===== src/rq_pkg.sv =====
// Shared types and constants for the retransmit queue.
package rq_pkg;

  // Number of cells in the entry chain.
  localparam int QUEUE_DEPTH = 16;
  // Width of the fill count and pass counters (holds 0..QUEUE_DEPTH).
  localparam int CNT_W = $clog2(QUEUE_DEPTH + 1);

  localparam int HANDLE_W = 16;
  localparam int ID_W     = 16;
  localparam int TIME_W   = 32;
  localparam int SENDS_W  = 8;

  localparam logic [SENDS_W-1:0] SENDS_MAX = {SENDS_W{1'b1}};

  // Register indexes of the configuration port.
  typedef enum logic [0:0] {
    REG_RETRY_INTERVAL = 1'b0,
    REG_SEND_LIMIT     = 1'b1
  } reg_idx_t;

  // Request commands.
  typedef enum logic [1:0] {
    CMD_ADD     = 2'd0,
    CMD_SERVICE = 2'd1,
    CMD_ACK     = 2'd2,
    CMD_NONE    = 2'd3
  } cmd_t;

  // Result codes.
  typedef enum logic [2:0] {
    CODE_SEND      = 3'd0,
    CODE_RELEASED  = 3'd1,
    CODE_ADDED     = 3'd2,
    CODE_FULL      = 3'd3,
    CODE_NOT_FOUND = 3'd4,
    CODE_PASS_DONE = 3'd5
  } code_t;

  // Control sequencer states.
  typedef enum logic [1:0] {
    ST_IDLE,
    ST_SERVICE,
    ST_ACK
  } state_t;

  // One stored message.
  typedef struct packed {
    logic [HANDLE_W-1:0] handle;
    logic                checked;
    logic [ID_W-1:0]     id;
    logic [TIME_W-1:0]   stamp;
    logic [SENDS_W-1:0]  sends;
  } entry_t;

  // Per-cell controls: load the shared entry, or take the right neighbor.
  typedef struct packed {
    logic load;
    logic shift;
  } cell_ctrl_t;

endpackage


===== src/retransmit_queue_core.sv =====
// Retransmit queue top level: cell chain, pass sequencer and result register.
//
// Entries live in a chain of cells with the oldest entry in cell 0. A service
// pass or an acknowledge rotates the chain one entry per cycle past the head
// cell, where the entry is examined and either written back at the tail,
// restamped in place, or dropped; in a service pass an entry that is sent and
// released in the same pass is first restamped in place, then released. A
// single result register sits on the output; while it is held by rsp_stall
// the pass waits. A new request is taken only when the previous one has
// finished.
module retransmit_queue_core (
  input  logic                   clk,
  input  logic                   rst,
  // configuration
  input  logic                   cfg_we,
  input  logic [0:0]             cfg_index,
  input  logic [31:0]            cfg_data,
  // request channel
  input  logic                   req_valid,
  output logic                   req_stall,
  input  logic [1:0]             cmd,
  input  logic [15:0]            msg_handle,
  input  logic                   is_checked,
  input  logic [15:0]            msg_id,
  input  logic [31:0]            now,
  // result channel
  output logic                   rsp_valid,
  input  logic                   rsp_stall,
  output logic [2:0]             code,
  output logic [15:0]            out_handle,
  output logic [15:0]            out_id,
  output logic                   last
);
  import rq_pkg::*;

  // Configuration registers
  logic [TIME_W-1:0]  retry_interval;
  logic [SENDS_W-1:0] send_limit;

  // Control state
  state_t             state, state_next;
  logic [CNT_W-1:0]   count;
  logic [CNT_W-1:0]   remaining;
  logic               found;
  logic [TIME_W-1:0]  now_r;
  logic [ID_W-1:0]    ack_id;

  // Chain
  entry_t             cells [QUEUE_DEPTH];
  cell_ctrl_t         cell_ctrl [QUEUE_DEPTH];
  entry_t             ld_entry;

  // Step controls
  logic               go;
  logic               req_fire;
  logic               emit;
  code_t              emit_code;
  logic [HANDLE_W-1:0] emit_handle;
  logic [ID_W-1:0]    emit_id;
  logic               emit_last;
  logic               do_shift, load_tail, load_head, load_add;
  logic               cnt_inc, cnt_dec, rem_dec, found_set;
  logic               start_pass;

  // Head examination
  entry_t             head;
  entry_t             head_upd;
  logic [TIME_W-1:0]  elapsed;
  logic [SENDS_W-1:0] sends_inc;
  logic               send_now;

  // Configuration writes
  always_ff @(posedge clk) begin
    if (rst) begin
      retry_interval <= TIME_W'(1000);
      send_limit     <= SENDS_W'(3);
    end else if (cfg_we) begin
      unique case (reg_idx_t'(cfg_index))
        REG_RETRY_INTERVAL: retry_interval <= cfg_data;
        REG_SEND_LIMIT:     send_limit     <= cfg_data[SENDS_W-1:0];
        default: ;
      endcase
    end
  end

  // Result register free next cycle
  assign go        = !rsp_valid || !rsp_stall;
  assign req_stall = (state != ST_IDLE) || !go;
  assign req_fire  = req_valid && !req_stall;

  // Examine the head cell
  assign head      = cells[0];
  assign elapsed   = now_r - head.stamp;
  assign sends_inc = (head.sends == SENDS_MAX) ? head.sends : head.sends + SENDS_W'(1);
  assign send_now  = (head.sends == '0) || (elapsed > retry_interval);

  always_comb begin
    head_upd = head;
    if (send_now) begin
      head_upd.stamp = now_r;
      head_upd.sends = sends_inc;
    end
  end

  // Next state and step controls
  always_comb begin
    state_next  = state;
    emit        = 1'b0;
    emit_code   = CODE_SEND;
    emit_handle = head.handle;
    emit_id     = head.id;
    emit_last   = 1'b0;
    do_shift    = 1'b0;
    load_tail   = 1'b0;
    load_head   = 1'b0;
    load_add    = 1'b0;
    cnt_inc     = 1'b0;
    cnt_dec     = 1'b0;
    rem_dec     = 1'b0;
    found_set   = 1'b0;
    start_pass  = 1'b0;
    ld_entry    = head_upd;

    unique case (state)
      ST_IDLE: begin
        ld_entry.handle  = msg_handle;
        ld_entry.checked = is_checked;
        ld_entry.id      = msg_id;
        ld_entry.stamp   = now;
        ld_entry.sends   = '0;
        if (req_fire) begin
          case (cmd_t'(cmd))
            CMD_ADD: begin
              emit        = 1'b1;
              emit_handle = msg_handle;
              emit_id     = msg_id;
              emit_last   = 1'b1;
              if (count == CNT_W'(QUEUE_DEPTH)) begin
                emit_code = CODE_FULL;
              end else begin
                emit_code = CODE_ADDED;
                load_add  = 1'b1;
                cnt_inc   = 1'b1;
              end
            end
            CMD_SERVICE: begin
              start_pass = 1'b1;
              state_next = ST_SERVICE;
            end
            CMD_ACK: begin
              start_pass = 1'b1;
              state_next = ST_ACK;
            end
            default: ;
          endcase
        end
      end

      ST_SERVICE: begin
        if (go) begin
          if (remaining == '0) begin
            // close the pass
            emit        = 1'b1;
            emit_code   = CODE_PASS_DONE;
            emit_handle = '0;
            emit_id     = '0;
            emit_last   = 1'b1;
            state_next  = ST_IDLE;
          end else if (!head.checked) begin
            // send once and drop
            emit     = 1'b1;
            do_shift = 1'b1;
            cnt_dec  = 1'b1;
            rem_dec  = 1'b1;
          end else if (send_now) begin
            emit = 1'b1;
            if (sends_inc > send_limit) begin
              // restamp in place; the release follows on the next step
              load_head = 1'b1;
            end else begin
              do_shift  = 1'b1;
              load_tail = 1'b1;
              rem_dec   = 1'b1;
            end
          end else if (head.sends > send_limit) begin
            // over the limit: release and drop
            emit      = 1'b1;
            emit_code = CODE_RELEASED;
            do_shift  = 1'b1;
            cnt_dec   = 1'b1;
            rem_dec   = 1'b1;
          end else begin
            // keep unchanged, rotate to the tail
            do_shift  = 1'b1;
            load_tail = 1'b1;
            rem_dec   = 1'b1;
          end
        end
      end

      ST_ACK: begin
        ld_entry = head;
        if (go) begin
          if (remaining == '0) begin
            state_next = ST_IDLE;
            if (!found) begin
              emit        = 1'b1;
              emit_code   = CODE_NOT_FOUND;
              emit_handle = '0;
              emit_id     = ack_id;
              emit_last   = 1'b1;
            end
          end else if (!found && (head.id == ack_id)) begin
            // first match: release and drop
            emit      = 1'b1;
            emit_code = CODE_RELEASED;
            emit_last = 1'b1;
            found_set = 1'b1;
            do_shift  = 1'b1;
            cnt_dec   = 1'b1;
            rem_dec   = 1'b1;
          end else begin
            do_shift  = 1'b1;
            load_tail = 1'b1;
            rem_dec   = 1'b1;
          end
        end
      end

      default: state_next = ST_IDLE;
    endcase
  end

  // Per-cell controls and the chain itself
  for (genvar k = 0; k < QUEUE_DEPTH; k++) begin : g_cell
    assign cell_ctrl[k].shift = do_shift;
    assign cell_ctrl[k].load  = (load_tail && (count == CNT_W'(k + 1))) ||
                                (load_head && (k == 0)) ||
                                (load_add && (count == CNT_W'(k)));
    if (k == QUEUE_DEPTH - 1) begin : g_end
      rq_cell u_cell (
        .clk  (clk),
        .ctrl (cell_ctrl[k]),
        .nb   (ld_entry),
        .ld   (ld_entry),
        .q    (cells[k])
      );
    end else begin : g_mid
      rq_cell u_cell (
        .clk  (clk),
        .ctrl (cell_ctrl[k]),
        .nb   (cells[k + 1]),
        .ld   (ld_entry),
        .q    (cells[k])
      );
    end
  end

  // State register
  always_ff @(posedge clk) begin
    if (rst) begin
      state <= ST_IDLE;
    end else begin
      state <= state_next;
    end
  end

  // Counters and pass context
  always_ff @(posedge clk) begin
    if (rst) begin
      count     <= '0;
      remaining <= '0;
      found     <= 1'b0;
    end else begin
      if (cnt_inc) begin
        count <= count + CNT_W'(1);
      end else if (cnt_dec) begin
        count <= count - CNT_W'(1);
      end
      if (start_pass) begin
        remaining <= count;
        found     <= 1'b0;
      end else begin
        if (rem_dec) begin
          remaining <= remaining - CNT_W'(1);
        end
        if (found_set) begin
          found <= 1'b1;
        end
      end
    end
  end

  // Latch request operands for the pass
  always_ff @(posedge clk) begin
    if (start_pass) begin
      now_r  <= now;
      ack_id <= msg_id;
    end
  end

  // Result register: hold while stalled
  always_ff @(posedge clk) begin
    if (rst) begin
      rsp_valid <= 1'b0;
    end else if (emit) begin
      rsp_valid <= 1'b1;
    end else if (!rsp_stall) begin
      rsp_valid <= 1'b0;
    end
  end

  always_ff @(posedge clk) begin
    if (emit) begin
      code       <= emit_code;
      out_handle <= emit_handle;
      out_id     <= emit_id;
      last       <= emit_last;
    end
  end

  // Checks
  assert property (@(posedge clk) disable iff (rst)
    count <= CNT_W'(QUEUE_DEPTH))
    else $error("entry count above queue depth");

  assert property (@(posedge clk) disable iff (rst)
    (state != ST_IDLE) |-> (remaining <= count))
    else $error("pass counter exceeds stored entries");

  assert property (@(posedge clk) disable iff (rst)
    (state != ST_IDLE) |-> req_stall)
    else $error("request taken during a pass");

  assert property (@(posedge clk) disable iff (rst)
    !go |=> $stable(count))
    else $error("entry count moved while result register blocked");

endmodule


===== src/rq_cell.sv =====
// One cell of the entry chain: holds an entry, takes its neighbor or a load.
module rq_cell (
  input  logic              clk,
  input  rq_pkg::cell_ctrl_t ctrl,
  input  rq_pkg::entry_t    nb,
  input  rq_pkg::entry_t    ld,
  output rq_pkg::entry_t    q
);
  import rq_pkg::*;

  // Load has priority over the shift from the neighbor
  always_ff @(posedge clk) begin
    if (ctrl.load) begin
      q <= ld;
    end else if (ctrl.shift) begin
      q <= nb;
    end
  end

endmodule


===== config.mk =====
export PLATFORM = sky130hd
export DESIGN_NAME = retransmit_queue_core
export DESIGN_NICKNAME = d
export VERILOG_FILES = /design/src/rq_pkg.sv /design/src/retransmit_queue_core.sv /design/src/rq_cell.sv
export SDC_FILE = /design/constraint.sdc
export NUM_CORES = 2
export LEC_CHECK = 0
export BUFFER_PORTS_ARGS = -buffer_cell sky130_fd_sc_hd__buf_2
export CORE_MARGIN = 5
export CORE_UTILIZATION = 63
export DETAILED_ROUTE_END_ITERATION = 8
export PLACE_DENSITY = 0.8
export SLEW_MARGIN = 20
export SYNTH_ARGS = -nofsm -noshare
export SYNTH_HDL_FRONTEND = slang
export SYNTH_HIERARCHICAL = 1
export SYNTH_SLANG_ARGS = --single-unit

===== constraint.sdc =====
create_clock -name clk -period 9.5 [get_ports clk]
set_input_delay 0.475 -clock clk [delete_from_list [all_inputs] [get_ports clk]]
set_output_delay 0.475 -clock clk [all_outputs]
set_load 0.01 [all_outputs]

==> summary.txt <==
===============================================================================================
Result of the run ................................................................    completed
Quantity of gates resized following cts ..........................................            0
TNS Setup ........................................................................         0 ps
Initial Util .....................................................................        63.5%
Async set-reset flop share out of synthesis ......................................           0%
Cell at the root of the clock tree ............................................... sky130_fd_sc_hd__clkbuf_16
Worst path required time .........................................................      9950 ps
Max-cap check violation count ....................................................            0
Final setup viols ................................................................            0
Primary flip-flop cell chosen by synthesis mapping ............................... sky130_fd_sc_hd__edfxtp_1
Standard cell core area .......................................................... 100000 sq um
Clock skew .......................................................................      32.5 ps
Final routed DRC violation total .................................................            0
Mean cell area of the mapped netlist .............................................   17.2 sq um
Cell with the largest stage delay on the worst path .............................. sky130_fd_sc_hd__nor2_4
Final Critical Period ............................................................      8210 ps
Fraction of final layout cells with drive strength greater than 1 ................        39.9%
Clock latency on the worst-skew pair .............................................       720 ps
Arr. time, crit path .............................................................      8660 ps
Routed Antenna Nets ..............................................................            0
Number of hold violations in the final report ....................................            0
GRT Util Overall .................................................................        23.1%
EDFF count, synth ................................................................         1252
Post-synthesis cell type count ...................................................           77
VDD IR-drop max ..................................................................       211 uV
Number of rows created at floorplan ..............................................          116
Static leakage ...................................................................      25.2 nW
Layout Area Growth over Synthesis ................................................        9.97%
Clock input transition at the sequential cells of the worst setup and hold paths .        60 ps
Overflow after GRT ...............................................................            0
Post-layout instance count excluding filler cells ................................         5324
GPL Wtd Cong .....................................................................        0.904
Critical Path, Cell by Cell ...................................................... inv_1 > ha_1 > inv_1 > fa_1 > a21oi_1 > o211ai_1 > a32oi_1 > o211ai_1 > a211oi_1 > o21ai_0 > a21oi_1 > xnor2_1 > ha_1 > nand3_1 > or4_4 > nor4_2 > a31oi_1 > a311o_1 > nand2_1 > a41oi_1 > nor2_4 > buf_4 > mux2_2
Vias/cell ........................................................................         6.09
Layout net count .................................................................         4120
Antenna violations before repair .................................................            4
Critical path capture point type .................................................         flop
Type of the most critical hold path .............................................. input port to flop
Hold WS ..........................................................................      45.6 ps
Number of buffers inserted during clock tree synthesis ...........................          131
Fill cells .......................................................................         5929
Relative slew margins ............................................................        27.5%
Worst slack, placed ..............................................................      1480 ps
Netlist area before placement ....................................................  63500 sq um
Reg-to-reg slack, setup ..........................................................      1290 ps
Pin count of the biggest net entering global routing .............................           74
Global-route wire length before repair ........................................... 196000 microns
TritonCTS clock tree .............................................................          yes
Total Routed Length .............................................................. 125000 microns
Final critical-path share of the clock period ....................................        86.4%
Power per cell area ..............................................................  291 nW/um^2
Max-slew violations ..............................................................            0
Die boundary height ..............................................................  327 microns
Worst Setup Start Kind ...........................................................         flop
Warning count from the yosys run .................................................            6
Average wire length per cell after detail routing ................................ 23.6 microns
Count of buffers inserted at the top-level ports .................................          142
Maximum number of buffers from clock root to sink ................................            3
Number of design-rule violations left by the first detailed-router iteration .....         2905
Stage delay of the slowest cell on the critical path .............................       970 ps
Die area ......................................................................... 107000 sq um
Number of instances in the synthesized netlist ...................................         3701
Part of the Yosys area used for sequential elements ..............................        60.9%
Synthesized net count ............................................................         3901
Count of TritonRoute iterations in the first routing pass ........................            9
Slew at the pin closest to its max-slew limit ....................................      1090 ps
Vias in the first global route ...................................................        33097
Count of vias placed by the detailed router ......................................        32441
CTS H-Tree Depth .................................................................            4
Unrepaired setup endpoints after global routing ..................................           no
CTS sink cnt .....................................................................         1306
Width of the die .................................................................  327 microns
Post-detail-place hpwl ........................................................... 80100 microns
Setup fix buffers added after clock tree synthesis ...............................            0
Setup Crit Path Kind ............................................................. flop to flop
Count of boundary I/O pins .......................................................          143
Synth Register Bits ..............................................................         1306
Maximum clock rate ...............................................................      122 MHz
Max FO, Critical Path ............................................................           47
Cells after DPL ..................................................................         5008
Final worst setup slack ..........................................................      1290 ps
===============================================================================================
worst max-delay path, delay by kind of cell, from the launching register on:
kind            cells  cell delay [ps]
flops               1              380
xor+xnor            1               90
mux                 1              430
compound gates     10             3020
buf+inv             3              910
simple gates        5             2170
fa+ha+maj           3              860
logic make-up after synthesis:
family	Yosys count	synth area share, %
flops	1306	60.9
mux	1170	26.3
simple gates	387	2.89
compound gates	374	4.05
buf+inv	321	3.27
fa+ha+maj	95	1.88
xor+xnor	48	0.662
path summary, 6_finish.rpt:
check | startpoint | to | cells after the start
max | now_r[0] | g_cell[10].g_mid.u_cell/q[70] | 23
min | cfg_data[29] | retry_interval[29] | 3
max reg2reg | now_r[0] | g_cell[10].g_mid.u_cell/q[70] | 23
min reg2reg | send_limit[4] | send_limit[4] | 2
flip-flops by register name (all words and copies together), names as in the netlist:
name	flops
remaining	5
rsp_valid	1
code	3
found	1
retry_interval	32
g_cell.g_end.u_cell/q	73
last	1
out_id	16
ack_id	16
now_r	32
state	2
count	5
g_cell.g_mid.u_cell/q	1095
send_limit	8
out_handle	16
cells in the final DEF, fill, tap and decap left out, types with 37 or more instances in the layout:
master | netlist | final
sky130_fd_sc_hd__edfxtp_1 | 1252 | 1252
sky130_fd_sc_hd__mux2_4 | 944 | 944
sky130_fd_sc_hd__mux2_2 | 224 | 224
sky130_fd_sc_hd__nand2_1 | 173 | 173
sky130_fd_sc_hd__buf_2 | 23 | 142
sky130_fd_sc_hd__clkbuf_16 | 0 | 138
sky130_fd_sc_hd__inv_1 | 131 | 129
sky130_fd_sc_hd__a21oi_1 | 126 | 126
sky130_fd_sc_hd__ha_1 | 94 | 93
sky130_fd_sc_hd__dlygate4sd3_1 | 0 | 76
sky130_fd_sc_hd__buf_4 | 0 | 55
sky130_fd_sc_hd__dfxtp_1 | 54 | 54
sky130_fd_sc_hd__o21ai_0 | 53 | 52
sky130_fd_sc_hd__nor2_1 | 59 | 48
sky130_fd_sc_hd__a22o_1 | 50 | 48
sky130_fd_sc_hd__xnor2_1 | 37 | 37
layout make-up:
type	count	area, sq um	share of cell area, %
Clock buffer	167	3590	5.14
Tap cell	1298	1620	2.33
Clock inverter	70	556	0.796
Antenna cell	2	5.00	0.00717
Multi-Input combinational cell	2074	23000	32.9
Inverter	132	495	0.710
Sequential cell	1306	38700	55.4
Timing Repair Buffer	275	1920	2.76
metrics by stage:
step / total power [W] / util (%) / instance area, sq um
4_1_cts: 0.0204 / 69.8 / 69800
2_1_floorplan: 0.0132 / - / 63500
5_1_grt: 0.0213 / 69.8 / 69800
3_3_place_gp: 0.0149 / 64.9 / 64900
3_5_place_dp: 0.0152 / 64.9 / 64900
6_report: 0.0204 / 69.8 / 69800
power breakdown:
part	total [W]	switching (W)	internal (W)
Sequential	0.00884	0.000456	0.00839
Clock	0.00498	0.00213	0.00284
Combinational	0.00653	0.00407	0.00246
Total	0.0203	0.00666	0.0137
routing by layer:
metal	global-route usage, %	share of wire [%]	vias up
li1	-	-	14708
met1	32.6	44	16392
met2	37.3	47	1084
met3	4.01	6.1	251
met4	7.42	2.8	6
met5	0	0.027	-
timing repair:
item | 4_1_cts | 5_1_grt
hold buffers | 76 | 0
endpoints found under the hold margin | 80 | 0
endpoints found under the setup margin | 0 | 0
Yosys cell counts (all sizes together) (30+ instances only):
cell type	n	area (sq um)
a21oi	126	631
a222oi	30	300
a22o	50	438
buf	142	1400
clkbuf	47	176
dfxtp	54	1080
edfxtp	1252	37600
ha	94	1180
inv	131	492
mux2	1168	16700
nand2	173	649
nand3	34	170
nor2	60	228
o21ai	55	275
xnor2	37	324
No activity file was read; power rests on OpenSTA's default activity.
